### src/rtl/core/modular_inverse_euclid_assert.svh
// Assertion macros for the modular inverse block, clocked on clk and disabled in reset.
`ifndef MODULAR_INVERSE_EUCLID_ASSERT_SVH
`define MODULAR_INVERSE_EUCLID_ASSERT_SVH
`ifndef SYNTHESIS
`define MIE_ASSERT(lbl, prop, msg) \
	lbl: assert property (@(posedge clk) disable iff (!arst_n) (prop)) else $error(msg);
`define MIE_ASSERT_NEXT(lbl, ante, cons, msg) \
	lbl: assert property (@(posedge clk) disable iff (!arst_n) (ante) |=> (cons)) else $error(msg);
`else
`define MIE_ASSERT(lbl, prop, msg)
`define MIE_ASSERT_NEXT(lbl, ante, cons, msg)
`endif
`endif

### src/rtl/core/mie_pkg.sv
// Shared types and constants of the modular inverse block.
package mie_pkg;
	localparam int WORD_BITS = 32;
	localparam int CNT_BITS  = $clog2(WORD_BITS);

	typedef logic [WORD_BITS-1:0] word_t;
	typedef logic [CNT_BITS-1:0]  cnt_t;

	localparam word_t WORD_ONE = word_t'(1);
	localparam word_t WORD_TWO = word_t'(2);
	localparam cnt_t  CNT_LAST = cnt_t'(WORD_BITS - 1);

	typedef enum logic [2:0] {
		S_IDLE,
		S_TEST,
		S_DIV,
		S_COMMIT,
		S_RED,
		S_NEG,
		S_DONE
	} state_t;

	typedef struct packed {
		logic load;
		logic div_start;
		logic div_step;
		logic commit;
		logic mark_ok;
		logic reduce;
		logic negate;
		logic emit;
	} cmd_t;

	typedef struct packed {
		logic small_mod;
		logic rc_zero;
		logic rp_one;
		logic out_free;
	} status_t;
endpackage

### src/rtl/core/mie_req_if.sv
// Request channel: number and modulus to invert.
interface mie_req_if;
	import mie_pkg::*;
	logic  valid;
	logic  ready;
	word_t value;
	word_t modulus;

	modport source (output valid, output value, output modulus, input ready);
	modport sink (input valid, input value, input modulus, output ready);
endinterface

### src/rtl/core/mie_rsp_if.sv
// Response channel: inverse and found flag.
interface mie_rsp_if;
	import mie_pkg::*;
	logic  valid;
	logic  ready;
	word_t inverse;
	logic  found;

	modport source (output valid, output inverse, output found, input ready);
	modport sink (input valid, input inverse, input found, output ready);
endinterface

### src/rtl/core/mie_ctrl.sv
// Sequencer of the Euclid rounds, the bit-serial division and the final reduction.
module mie_ctrl (
	input  logic            clk,
	input  logic            arst_n,
	input  logic            req_valid,
	output logic            req_ready,
	input  mie_pkg::status_t status,
	output mie_pkg::cmd_t   cmd
);
	import mie_pkg::*;

	state_t state_q, state_d;
	cnt_t   cnt_q, cnt_d;

	always_ff @(posedge clk or negedge arst_n) begin
		if (!arst_n) begin
			state_q <= S_IDLE;
			cnt_q   <= '0;
		end else begin
			state_q <= state_d;
			cnt_q   <= cnt_d;
		end
	end

	always_comb begin
		state_d   = state_q;
		cnt_d     = cnt_q;
		cmd       = '0;
		req_ready = 1'b0;
		unique case (state_q)
			S_IDLE: begin
				req_ready = 1'b1;
				if (req_valid) begin
					cmd.load = 1'b1;
					state_d  = S_TEST;
				end
			end
			S_TEST: begin
				if (status.small_mod) begin
					state_d = S_DONE;
				end else if (status.rc_zero) begin
					// gcd sits in the previous remainder
					if (status.rp_one) begin
						cmd.mark_ok = 1'b1;
						state_d     = S_RED;
					end else begin
						state_d = S_DONE;
					end
				end else begin
					cmd.div_start = 1'b1;
					cnt_d         = '0;
					state_d       = S_DIV;
				end
			end
			S_DIV: begin
				cmd.div_step = 1'b1;
				cnt_d        = cnt_q + cnt_t'(1);
				if (cnt_q == CNT_LAST) begin
					state_d = S_COMMIT;
				end
			end
			S_COMMIT: begin
				cmd.commit = 1'b1;
				state_d    = S_TEST;
			end
			S_RED: begin
				cmd.reduce = 1'b1;
				state_d    = S_NEG;
			end
			S_NEG: begin
				cmd.negate = 1'b1;
				state_d    = S_DONE;
			end
			S_DONE: begin
				// hold until the output register can take the result
				if (status.out_free) begin
					cmd.emit = 1'b1;
					state_d  = S_IDLE;
				end
			end
			default: begin
				state_d = S_IDLE;
			end
		endcase
	end

	`include "modular_inverse_euclid_assert.svh"

	`MIE_ASSERT(a_one_cmd, $onehot0(cmd), "more than one datapath command")
	`MIE_ASSERT_NEXT(a_div_len, state_q == S_DIV && cnt_q != CNT_LAST, state_q == S_DIV, "division cut short")
	`MIE_ASSERT(a_ready_idle, req_ready == (state_q == S_IDLE), "ready outside idle")
endmodule

### src/rtl/core/mie_dp.sv
// Datapath: remainders, coefficient magnitudes, restoring divider and result register.
module mie_dp (
	input  logic            clk,
	input  logic            arst_n,
	input  mie_pkg::word_t  value,
	input  mie_pkg::word_t  modulus,
	input  mie_pkg::cmd_t   cmd,
	output mie_pkg::status_t status,
	output logic            out_valid,
	input  logic            out_ready,
	output mie_pkg::word_t  out_inverse,
	output logic            out_found
);
	import mie_pkg::*;

	word_t rp_q, rc_q, sp_q, sc_q, m_q;
	word_t rem_q, dvd_q, acc_q;
	logic  neg_q, ok_q;
	word_t out_inv_q;
	logic  out_found_q, out_valid_q;

	logic [WORD_BITS:0] rem_sh;
	logic [WORD_BITS:0] rem_diff;
	logic               qbit;
	word_t              rem_next;
	word_t              acc_next;
	word_t              sp_red;

	// one quotient bit per step; acc builds quotient times sc from the top bit down
	always_comb begin
		rem_sh   = {rem_q, dvd_q[WORD_BITS-1]};
		rem_diff = rem_sh - {1'b0, rc_q};
		qbit     = (rem_sh >= {1'b0, rc_q});
		rem_next = qbit ? rem_diff[WORD_BITS-1:0] : rem_sh[WORD_BITS-1:0];
		acc_next = {acc_q[WORD_BITS-2:0], 1'b0} + (qbit ? sc_q : '0);
		sp_red   = (sp_q >= m_q) ? (sp_q - m_q) : sp_q;
	end

	always_ff @(posedge clk) begin
		if (cmd.load) begin
			rp_q  <= value;
			rc_q  <= modulus;
			m_q   <= modulus;
			sp_q  <= WORD_ONE;
			sc_q  <= '0;
			neg_q <= 1'b0;
			ok_q  <= 1'b0;
		end
		if (cmd.div_start) begin
			rem_q <= '0;
			dvd_q <= rp_q;
			acc_q <= '0;
		end
		if (cmd.div_step) begin
			rem_q <= rem_next;
			dvd_q <= {dvd_q[WORD_BITS-2:0], 1'b0};
			acc_q <= acc_next;
		end
		if (cmd.commit) begin
			rp_q  <= rc_q;
			rc_q  <= rem_q;
			sp_q  <= sc_q;
			sc_q  <= sp_q + acc_q;
			neg_q <= ~neg_q;
		end
		if (cmd.mark_ok) begin
			ok_q <= 1'b1;
		end
		if (cmd.reduce) begin
			sp_q <= sp_red;
		end
		if (cmd.negate && neg_q && sp_q != '0) begin
			sp_q <= m_q - sp_q;
		end
		if (cmd.emit) begin
			out_inv_q   <= ok_q ? sp_q : WORD_ONE;
			out_found_q <= ok_q;
		end
	end

	always_ff @(posedge clk or negedge arst_n) begin
		if (!arst_n) begin
			out_valid_q <= 1'b0;
		end else if (cmd.emit) begin
			out_valid_q <= 1'b1;
		end else if (out_ready) begin
			out_valid_q <= 1'b0;
		end
	end

	assign status.small_mod = (m_q < WORD_TWO);
	assign status.rc_zero   = (rc_q == '0);
	assign status.rp_one    = (rp_q == WORD_ONE);
	assign status.out_free  = !out_valid_q || out_ready;

	assign out_valid   = out_valid_q;
	assign out_inverse = out_inv_q;
	assign out_found   = out_found_q;

	`include "modular_inverse_euclid_assert.svh"

	`MIE_ASSERT_NEXT(a_rem_below, cmd.div_step, rem_q < rc_q, "remainder not below divisor")
	`MIE_ASSERT_NEXT(a_sign_flip, cmd.commit, neg_q != $past(neg_q), "sign did not alternate")
	`MIE_ASSERT(a_emit_free, !cmd.emit || !out_valid_q || out_ready, "result overwritten")
	`MIE_ASSERT_NEXT(a_found_range, cmd.emit && ok_q, out_found_q && out_inv_q < m_q,
		"inverse out of range")
endmodule

### src/rtl/core/modular_inverse_euclid.sv
// Modular inverse by the extended Euclidean algorithm: one request at a time, one
// response per request. Each Euclid round runs a restoring divider one quotient bit
// per cycle and folds the quotient into the Bezout coefficient as it goes; a request
// of 32-bit operands takes at most about 46 rounds. A modulus below 2 or a gcd other
// than 1 answers inverse 1 with found low. A new request is taken as soon as the
// previous result sits in the output register.
module modular_inverse_euclid (
	input logic       clk,
	input logic       arst_n,
	mie_req_if.sink   req,
	mie_rsp_if.source rsp
);
	import mie_pkg::*;

	cmd_t    cmd;
	status_t status;

	mie_ctrl u_ctrl (
		.clk       (clk),
		.arst_n    (arst_n),
		.req_valid (req.valid),
		.req_ready (req.ready),
		.status    (status),
		.cmd       (cmd)
	);

	mie_dp u_dp (
		.clk         (clk),
		.arst_n      (arst_n),
		.value       (req.value),
		.modulus     (req.modulus),
		.cmd         (cmd),
		.status      (status),
		.out_valid   (rsp.valid),
		.out_ready   (rsp.ready),
		.out_inverse (rsp.inverse),
		.out_found   (rsp.found)
	);
endmodule

### src/flat_wrapper.sv
// flat-port wrapper written by rule: the top's interface ports become plain ports
module modular_inverse_euclid_flat import mie_pkg::*;
  (clk, arst_n, req_valid, req_value, req_modulus, req_ready, rsp_valid, rsp_inverse, rsp_found, rsp_ready);
  mie_req_if req_i ();
  mie_rsp_if rsp_i ();
  input logic clk;
  input logic arst_n;
  input wire logic [$bits(req_i.valid)-1:0] req_valid;
  input wire logic [$bits(req_i.value)-1:0] req_value;
  input wire logic [$bits(req_i.modulus)-1:0] req_modulus;
  output wire logic [$bits(req_i.ready)-1:0] req_ready;
  output wire logic [$bits(rsp_i.valid)-1:0] rsp_valid;
  output wire logic [$bits(rsp_i.inverse)-1:0] rsp_inverse;
  output wire logic [$bits(rsp_i.found)-1:0] rsp_found;
  input wire logic [$bits(rsp_i.ready)-1:0] rsp_ready;
  assign req_i.valid = req_valid;
  assign req_i.value = req_value;
  assign req_i.modulus = req_modulus;
  assign req_ready = req_i.ready;
  assign rsp_valid = rsp_i.valid;
  assign rsp_inverse = rsp_i.inverse;
  assign rsp_found = rsp_i.found;
  assign rsp_i.ready = rsp_ready;
  modular_inverse_euclid u_core (.clk(clk), .arst_n(arst_n), .req(req_i), .rsp(rsp_i));
endmodule
### config.mk
export PLATFORM = sky130hd
export DESIGN_NAME = modular_inverse_euclid_flat
export DESIGN_NICKNAME = d
export VERILOG_FILES = /design/src/rtl/core/mie_pkg.sv /design/src/rtl/core/mie_req_if.sv /design/src/rtl/core/mie_rsp_if.sv /design/src/rtl/core/mie_ctrl.sv /design/src/rtl/core/mie_dp.sv /design/src/rtl/core/modular_inverse_euclid.sv /design/src/flat_wrapper.sv
export VERILOG_INCLUDE_DIRS = /design/src /design/src/rtl/core
export SDC_FILE = /design/constraint.sdc
export NUM_CORES = 1
export LEC_CHECK = 0
export BUFFER_PORTS_ARGS = -buffer_cell sky130_fd_sc_hd__buf_4
export CORE_MARGIN = 10
export CORE_UTILIZATION = 60
export CTS_CLUSTER_SIZE = 25
export DETAILED_ROUTE_END_ITERATION = 7
export GPL_ROUTABILITY_DRIVEN = 0
export GPL_TIMING_DRIVEN = 0
export PLACE_DENSITY = 0.81
export SYNTH_ARGS = -nofsm -noshare
export SYNTH_HDL_FRONTEND = slang
export SYNTH_HIERARCHICAL = 1
export SYNTH_SLANG_ARGS = --single-unit
### constraint.sdc
create_clock -name clk -period 12.6 [get_ports clk]
set_input_delay 1.89 -clock clk [delete_from_list [all_inputs] [get_ports clk]]
set_output_delay 1.89 -clock clk [all_outputs]
set_load 0.01 [all_outputs]
# After elaboration in Yosys (flattened, before gate mapping)

Cells that the tools add are included.

Register bits: 300
Bits of input ports: 68
Output and inout port bits: 35
Word-level logic and storage cells: 103

Add/subtract/negate cells: 6
$lt $le $gt $ge: 3
Equal/unequal tests: 14
Muxes and demuxes: 48
Bitwise gates (word level): 1
Reductions and logical operators: 15

Operators with widths:

| cell                                                 | number |
|---|---|
| two-way mux 32 bit                                   | 18 |
| subtractor 32 bit                                    | 3 |
| adder 32 bit                                         | 2 |
| >= comparator 33 x 32 -> 1 bit                       | 1 |
| == test 32 x 1 -> 1 bit (second input constant)      | 1 |
| >= comparator 32 bit                                 | 1 |
| logical NOT 32 bit                                   | 1 |
| < comparator 32 x 2 -> 1 bit (second input constant) | 1 |
| nonzero test 32 bit                                  | 1 |
| case mux 3 bit (7 select lines)                      | 1 |
| two-way mux 1 bit                                    | 20 |
| two-way mux 3 bit                                    | 5 |
| two-way mux 5 bit                                    | 2 |
| case mux 5 bit (2 select lines)                      | 1 |
| == test 3 bit (second input constant)                | 3 |
| inequality test 2 bit (second input constant)        | 4 |
| nonzero test 2 bit                                   | 4 |
| == test 3 x 2 -> 1 bit (second input constant)       | 2 |
| AND reduction 3 bit                                  | 2 |
| adder 5 x 1 -> 5 bit (second input constant)         | 1 |
| == test 5 bit (second input constant)                | 1 |
| nonzero test 4 bit                                   | 1 |
| == test 3 x 1 -> 1 bit (second input constant)       | 1 |
| logical NOT 3 bit                                    | 1 |
| other kinds (8)                                      | 9 |

# Longest topological paths before layout

Depth in word-level cells: 6
Gate-level depth with buffers: 21
Depth with buffers taken out: 19

# Modules after synthesis

The synthesis kept the hierarchy.

By module, submodules not included:

| module   | times used | cells each | area an instance (µm²) | sequential area each (µm²) |
|---|---|---|---|---|
| mie_dp   | 1          | 2,129      | 20,811.2               | 8,743.4 |
| mie_ctrl | 1          | 55         | 485.5                  | 200.2 |

# Worst setup path after synthesis

Ideal clock, no wire load.

Kind: input-to-reg
Start point: in req_valid
End point: reg u_core.u_dp.sp_q[0], enable pin
Library setup time: 0.394 ns
Arrival time: 6.795 ns
Required time: 12.206 ns
Setup slack: 5.411 ns
Stages: 7
Buffers on the path: 0
Path through: and2_1 inv_1 nand2_1 o22ai_1 or4_1 a221o_1 nand3_1

Longest elaborated chain between the ends: 4

Ends and longest elaborated chain:

| element                       | line              | source |
|---|---|---|
| start, declared               | flat_wrapper.sv:8 | `input wire logic [$bits(req_i.valid)-1:0] req_valid;` |
| two-way mux 1 bit             | mie_ctrl.sv:33    | `if (req_valid) begin` |
| two-way mux 1 bit             | mie_ctrl.sv:30    | `unique case (state_q)` |
| nonzero test 4 bit (no line)  | --                |  |
| AND reduction 2 bit (no line) | --                |  |
| end signal, assigned          | mie_dp.sv:62      | `sp_q <= sc_q;` |
| end signal, assigned          | mie_dp.sv:70      | `sp_q <= sp_red;` |
| end signal, assigned          | mie_dp.sv:73      | `sp_q <= m_q - sp_q;` |
| end, declared                 | mie_dp.sv:16      | `word_t rp_q, rc_q, sp_q, sc_q, m_q;` |

No other way between the ends.
A chain may end at the register's enable or synchronous reset.

# Final worst setup path

Start point: reg u_core.u_dp.rc_q[23]
End point: reg u_core.u_dp.acc_q[30] (data pin)

Longest elaborated chain between the ends: 4

Ends and longest elaborated chain:

| element                        | line         | source |
|---|---|---|
| start, declared                | mie_dp.sv:16 |  |
| start signal, assigned         | mie_dp.sv:42 | `rc_q <= modulus;` |
| start signal, assigned         | mie_dp.sv:61 | `rc_q <= rem_q;` |
| >= comparator 33 x 32 -> 1 bit | mie_dp.sv:33 | `qbit = (rem_sh >= {1'b0, rc_q});` |
| two-way mux 32 bit             | mie_dp.sv:35 | `acc_next = {acc_q[WORD_BITS-2:0], 1'b0} + (qbit ? sc_q : '0);` |
| adder 32 bit                   | mie_dp.sv:35 |  |
| two-way mux 32 bit             | mie_dp.sv:54 | `if (cmd.div_step) begin` |
| end signal, assigned           | mie_dp.sv:57 | `acc_q <= acc_next;` |
| end, declared                  | mie_dp.sv:17 | `word_t rem_q, dvd_q, acc_q;` |

No other way between the ends.

==> results.md <==
- Design Area, Final: 23800 sq um
- Clk root buf: clkbuf_16
- Violated checks: design-rule violations
- Synth unique cells: 84
- Crit-path max cell delay: around 0.64 ns
- DRC Markers: 1
- Final Cycle Share: 0.491
- First-pass DRT Iterations: 8
- Worst setup EP type: flop
- Initial DRC Count: around 2700
- GRT Total Usage: 0.294
- Internal Power: 3990 uW
- Cell Chain, Critical Path: inv_1, ha_1, clkbuf_1, nand2_1, o21ai_0, a2111oi_2, a211o_1, nand2_1, clkbuf_1, and2_1, ha_1, a211oi_1, o21ai_1, a2111oi_2, nor4_1, o41ai_2, a211oi_1, nor3_1, mux2i_1
- Largest net degree at the start of global routing: 56
- Power share of the clock group: 0.129
- EDFF count, synth: 289
- Initial Util: 0.612
- Max-cap violation count: 0
- Syn-to-layout area delta: 12.0%
- Pwr/cell area: around 320 nW/um^2
- Sequential fraction of the synthesis area: 0.420
- CTS clk-pin slew, worst paths: 0.06 ns
- Cell Area, Placed: about 23000 sq um
- # IOs: about 100
- Largest family of logic cells by synthesized area: compound AO/OA/AOI/OAI gates
- Wire per inst: 23.8 um
- Hold Crit Class: reg -> reg
- Met3 routed WL: 8.87 mm
- Crit path setup slack, layout: between 6 and 7 ns
- CTS tree: done
- Clock H-tree levels: 2
- Relative slew slack: 0.250
- Switching share of power: 0.480
- PortBufs: a little over 100
- First-pass GRT wire length: ~100 mm
- Leak Pwr: a little under 0.01 uW
- Vias/cell: roughly 6.8
- Asr flop ratio synth: 0.0300
- Die Wd: ~210 um
- Post-Synth XOR/XNOR Area: 0.0345
- Share of layout cells above drive strength 1: 0.119
- Worst Path Max Fanout: 10
- Top Family by Delay on Critical Path: compound AO/OA/AOI/OAI gates
- Post-synthesis adder-cell area fraction: 0.0975
- Drt total wl: about 67 mm
- Crit Path Class: reg -> reg
- ANT cells: 0
- Num CTS Buffers: 35
- Die area: approximately 43000 sq um
- Initial antenna violation count: 0
- Setup violators final: 0
- Top_reg_cell synth: edfxtp_1
- Synth Area in Compound Gates: 0.207
- Max Fclk: roughly 160 MHz
- Worst endpoint required time: around 13 ns
- Multi-input gate area: roughly 11000 sq um
- Multiplexer share of the synthesized area: 0.0404
- Fin. max-slew vios: 0
- WL met2: about 29 mm
- HPWL Detailed: between 50 and 60 mm
- Min Tclk post-route: just over 6 ns
- Chip height: roughly 210 um
- Nets: between 2000 and 3000
- Final Hold Fails: 0
- Setup WS pre-CTS: around 6.6 ns
- Fillers: between 2000 and 3000
- WL met1: roughly 26 mm
- Net Sw Power: roughly 3700 uW
- Total grt overflow: 0
- Total core area: 34800 sq um
- Slowest CP cell: clkbuf_1
- Sequential power share: 0.277
- Clock Latency Late Sink: 0.54 ns
- Startpoint Class: flop
- FF+latch area: just under 9000 sq um
- RSZ-0062 raised after global routing: false
- Synth top area cells: edfxtp_1 41%, ha_1 9.3%, a21oi_1 4.3%
- Flop and latch count out of synthesis: 300
- Syn Area/Cell: 9.75 sq um
- Outcome: finished, violations left
- Slew of the pin with the lowest slew margin: between 1 and 1.5 ns
- Comb power frac: 0.594
- Synthesized area: ~21000 sq um
- Num rows: between 60 and 70
- Post-CTS setup buffer count: 0
- CP bufs+invs: 3
- Crit path DAT: 6.46 ns
- Peak VDD IR: around 0.16 mV
- WHS: 0.547 ns
- Synth Warn #: 6
- Post-DRT Antenna Nets: 0
- Clk buf depth: 3
- Cell type with the largest total area after synthesis: edfxtp_1
- Syn_nets: approximately 2400
- Vias: between 15000 and 20000
- Setup TNS: 0 ns
- Post-CTS resize count: 0
- Simple-Gate Fraction of Synth Area: 0.156
- Hold_buf cts: 0
- Highest Signal Layer: met4
- Syn Inst Count: between 2000 and 2500
- Vias in the first global route: 18000
- Final Skew: around 0.012 ns
- Share of the synthesized area in the top cell type: 0.407
- Post-Route Utilization: 0.685
- CTS sink cnt: 300
[cells in the final DEF, fill, tap and decap left out, types with 55 or more instances in the layout]
master,netlist,final
and2_1,79,78
inv_1,141,141
clkbuf_1,75,81
o21ai_0,105,105
edfxtp_1,289,289
mux2_2,64,64
a21oi_1,183,183
nor2_1,160,160
nand2_1,169,168
ha_1,158,158
a21o_1,55,55
buf_4,6,108
[layer usage]
metal	vias up	GRT usage
met2	1311	0.446
met5	-	0
met1	8974	0.391
met4	0	0.127
met3	249	0.0714
li1	8445	-
[through the flow]
step / power, uW / cells
after floorplan: 5230 / 2184
after global placement: 6280 / 2741
after detailed placement: 6440 / 2746
after CTS: 7480 / 2805
after global routing: 8100 / 2805
final: 7670 / 2805
[power groups by stage]
stage          logic [uW]  clock network [uW]  registers, uW
6_report             4550                 992           2120
5_1_grt              4920                1040           2140
4_1_cts              4390                 999           2090
3_5_place_dp         4340                   0           2100
3_3_place_gp         4150                   0           2130
2_1_floorplan        3320                   0           1900
[cells by family after synthesis]
logic type,Yosys count
DFF,300
buffers and inverters,243
AOI/OAI and AO/OA,650
and+or+nand+nor,666
xor gates and xnor gates,84
adders and majority gates,163
muxes,78
[final cells by class]
cell class	count	area share
plain buffers	101	0.0180
clock buffers	41	0.0377
clock inverters	18	0.00792
inverters	142	0.0224
multi-input cells	1641	0.479
flip-flops and latches	300	0.375
well taps	455	0.0239
repair buffers	107	0.0365
[cell usage after synthesis (all sizes together), types with 26 or more instances]
master,n
inv,142
o21ai,108
clkbuf,78
nand2,169
nand3,34
a211oi,43
a21o,55
nor3,38
nor2,161
o21a,35
xor2,36
nand4,34
nor4,39
xnor2,48
a22o,38
a21oi,184
and2,81
mux2,64
nand2b,27
edfxtp,289
ha,158
o211ai,26
[final timing paths]
kind | from | endpoint | slack (ns) | depth (start not counted)
max | u_core/u_dp/rc_q[23]$_DFFE_PP_ | u_core/u_dp/acc_q[30]$_SDFFCE_PN0P_ | 6.42 | 19
min | u_core/u_dp/dvd_q[10]$_DFFE_PP_ | u_core/u_dp/dvd_q[11]$_DFFE_PP_ | 0.55 | 1
max reg2reg | u_core/u_dp/rc_q[23]$_DFFE_PP_ | u_core/u_dp/acc_q[30]$_SDFFCE_PN0P_ | 6.42 | 19
min reg2reg | u_core/u_dp/dvd_q[10]$_DFFE_PP_ | u_core/u_dp/dvd_q[11]$_DFFE_PP_ | 0.55 | 1
max in group asynchronous | arst_n | u_core/u_dp/out_valid$_DFFE_PN0P_ | 11.30 | 1
min in group asynchronous | arst_n | u_core/u_ctrl/state_q[0]$_DFFE_PN0P_ | 1.17 | 1
[worst register-to-register path: stages, from the launching register on]
cell and delay, ns:
edfxtp_1 0.45, inv_1 0.07, ha_1 0.28, clkbuf_1 0.27, nand2_1 0.10, o21ai_0 0.50, a2111oi_2 0.16, a211o_1 0.35
nand2_1 0.26, clkbuf_1 0.65, and2_1 0.29, ha_1 0.26, a211oi_1 0.29, o21ai_1 0.21, a2111oi_2 0.50, nor4_1 0.21
o41ai_2 0.52, a211oi_1 0.16, nor3_1 0.29, mux2i_1 0.12
[state kept, by name, summed over array words and instances (netlist names), 32 cells and up]
name                     count
u_core/u_dp/sc_q            32
u_core/u_dp/m_q             32
u_core/u_dp/acc_q           32
u_core/u_dp/rc_q            32
u_core/u_dp/out_inverse     32
u_core/u_dp/dvd_q           32
u_core/u_dp/rp_q            32
u_core/u_dp/sp_q            32
u_core/u_dp/rem_q           32
Power figures use the tool's default switching activity.
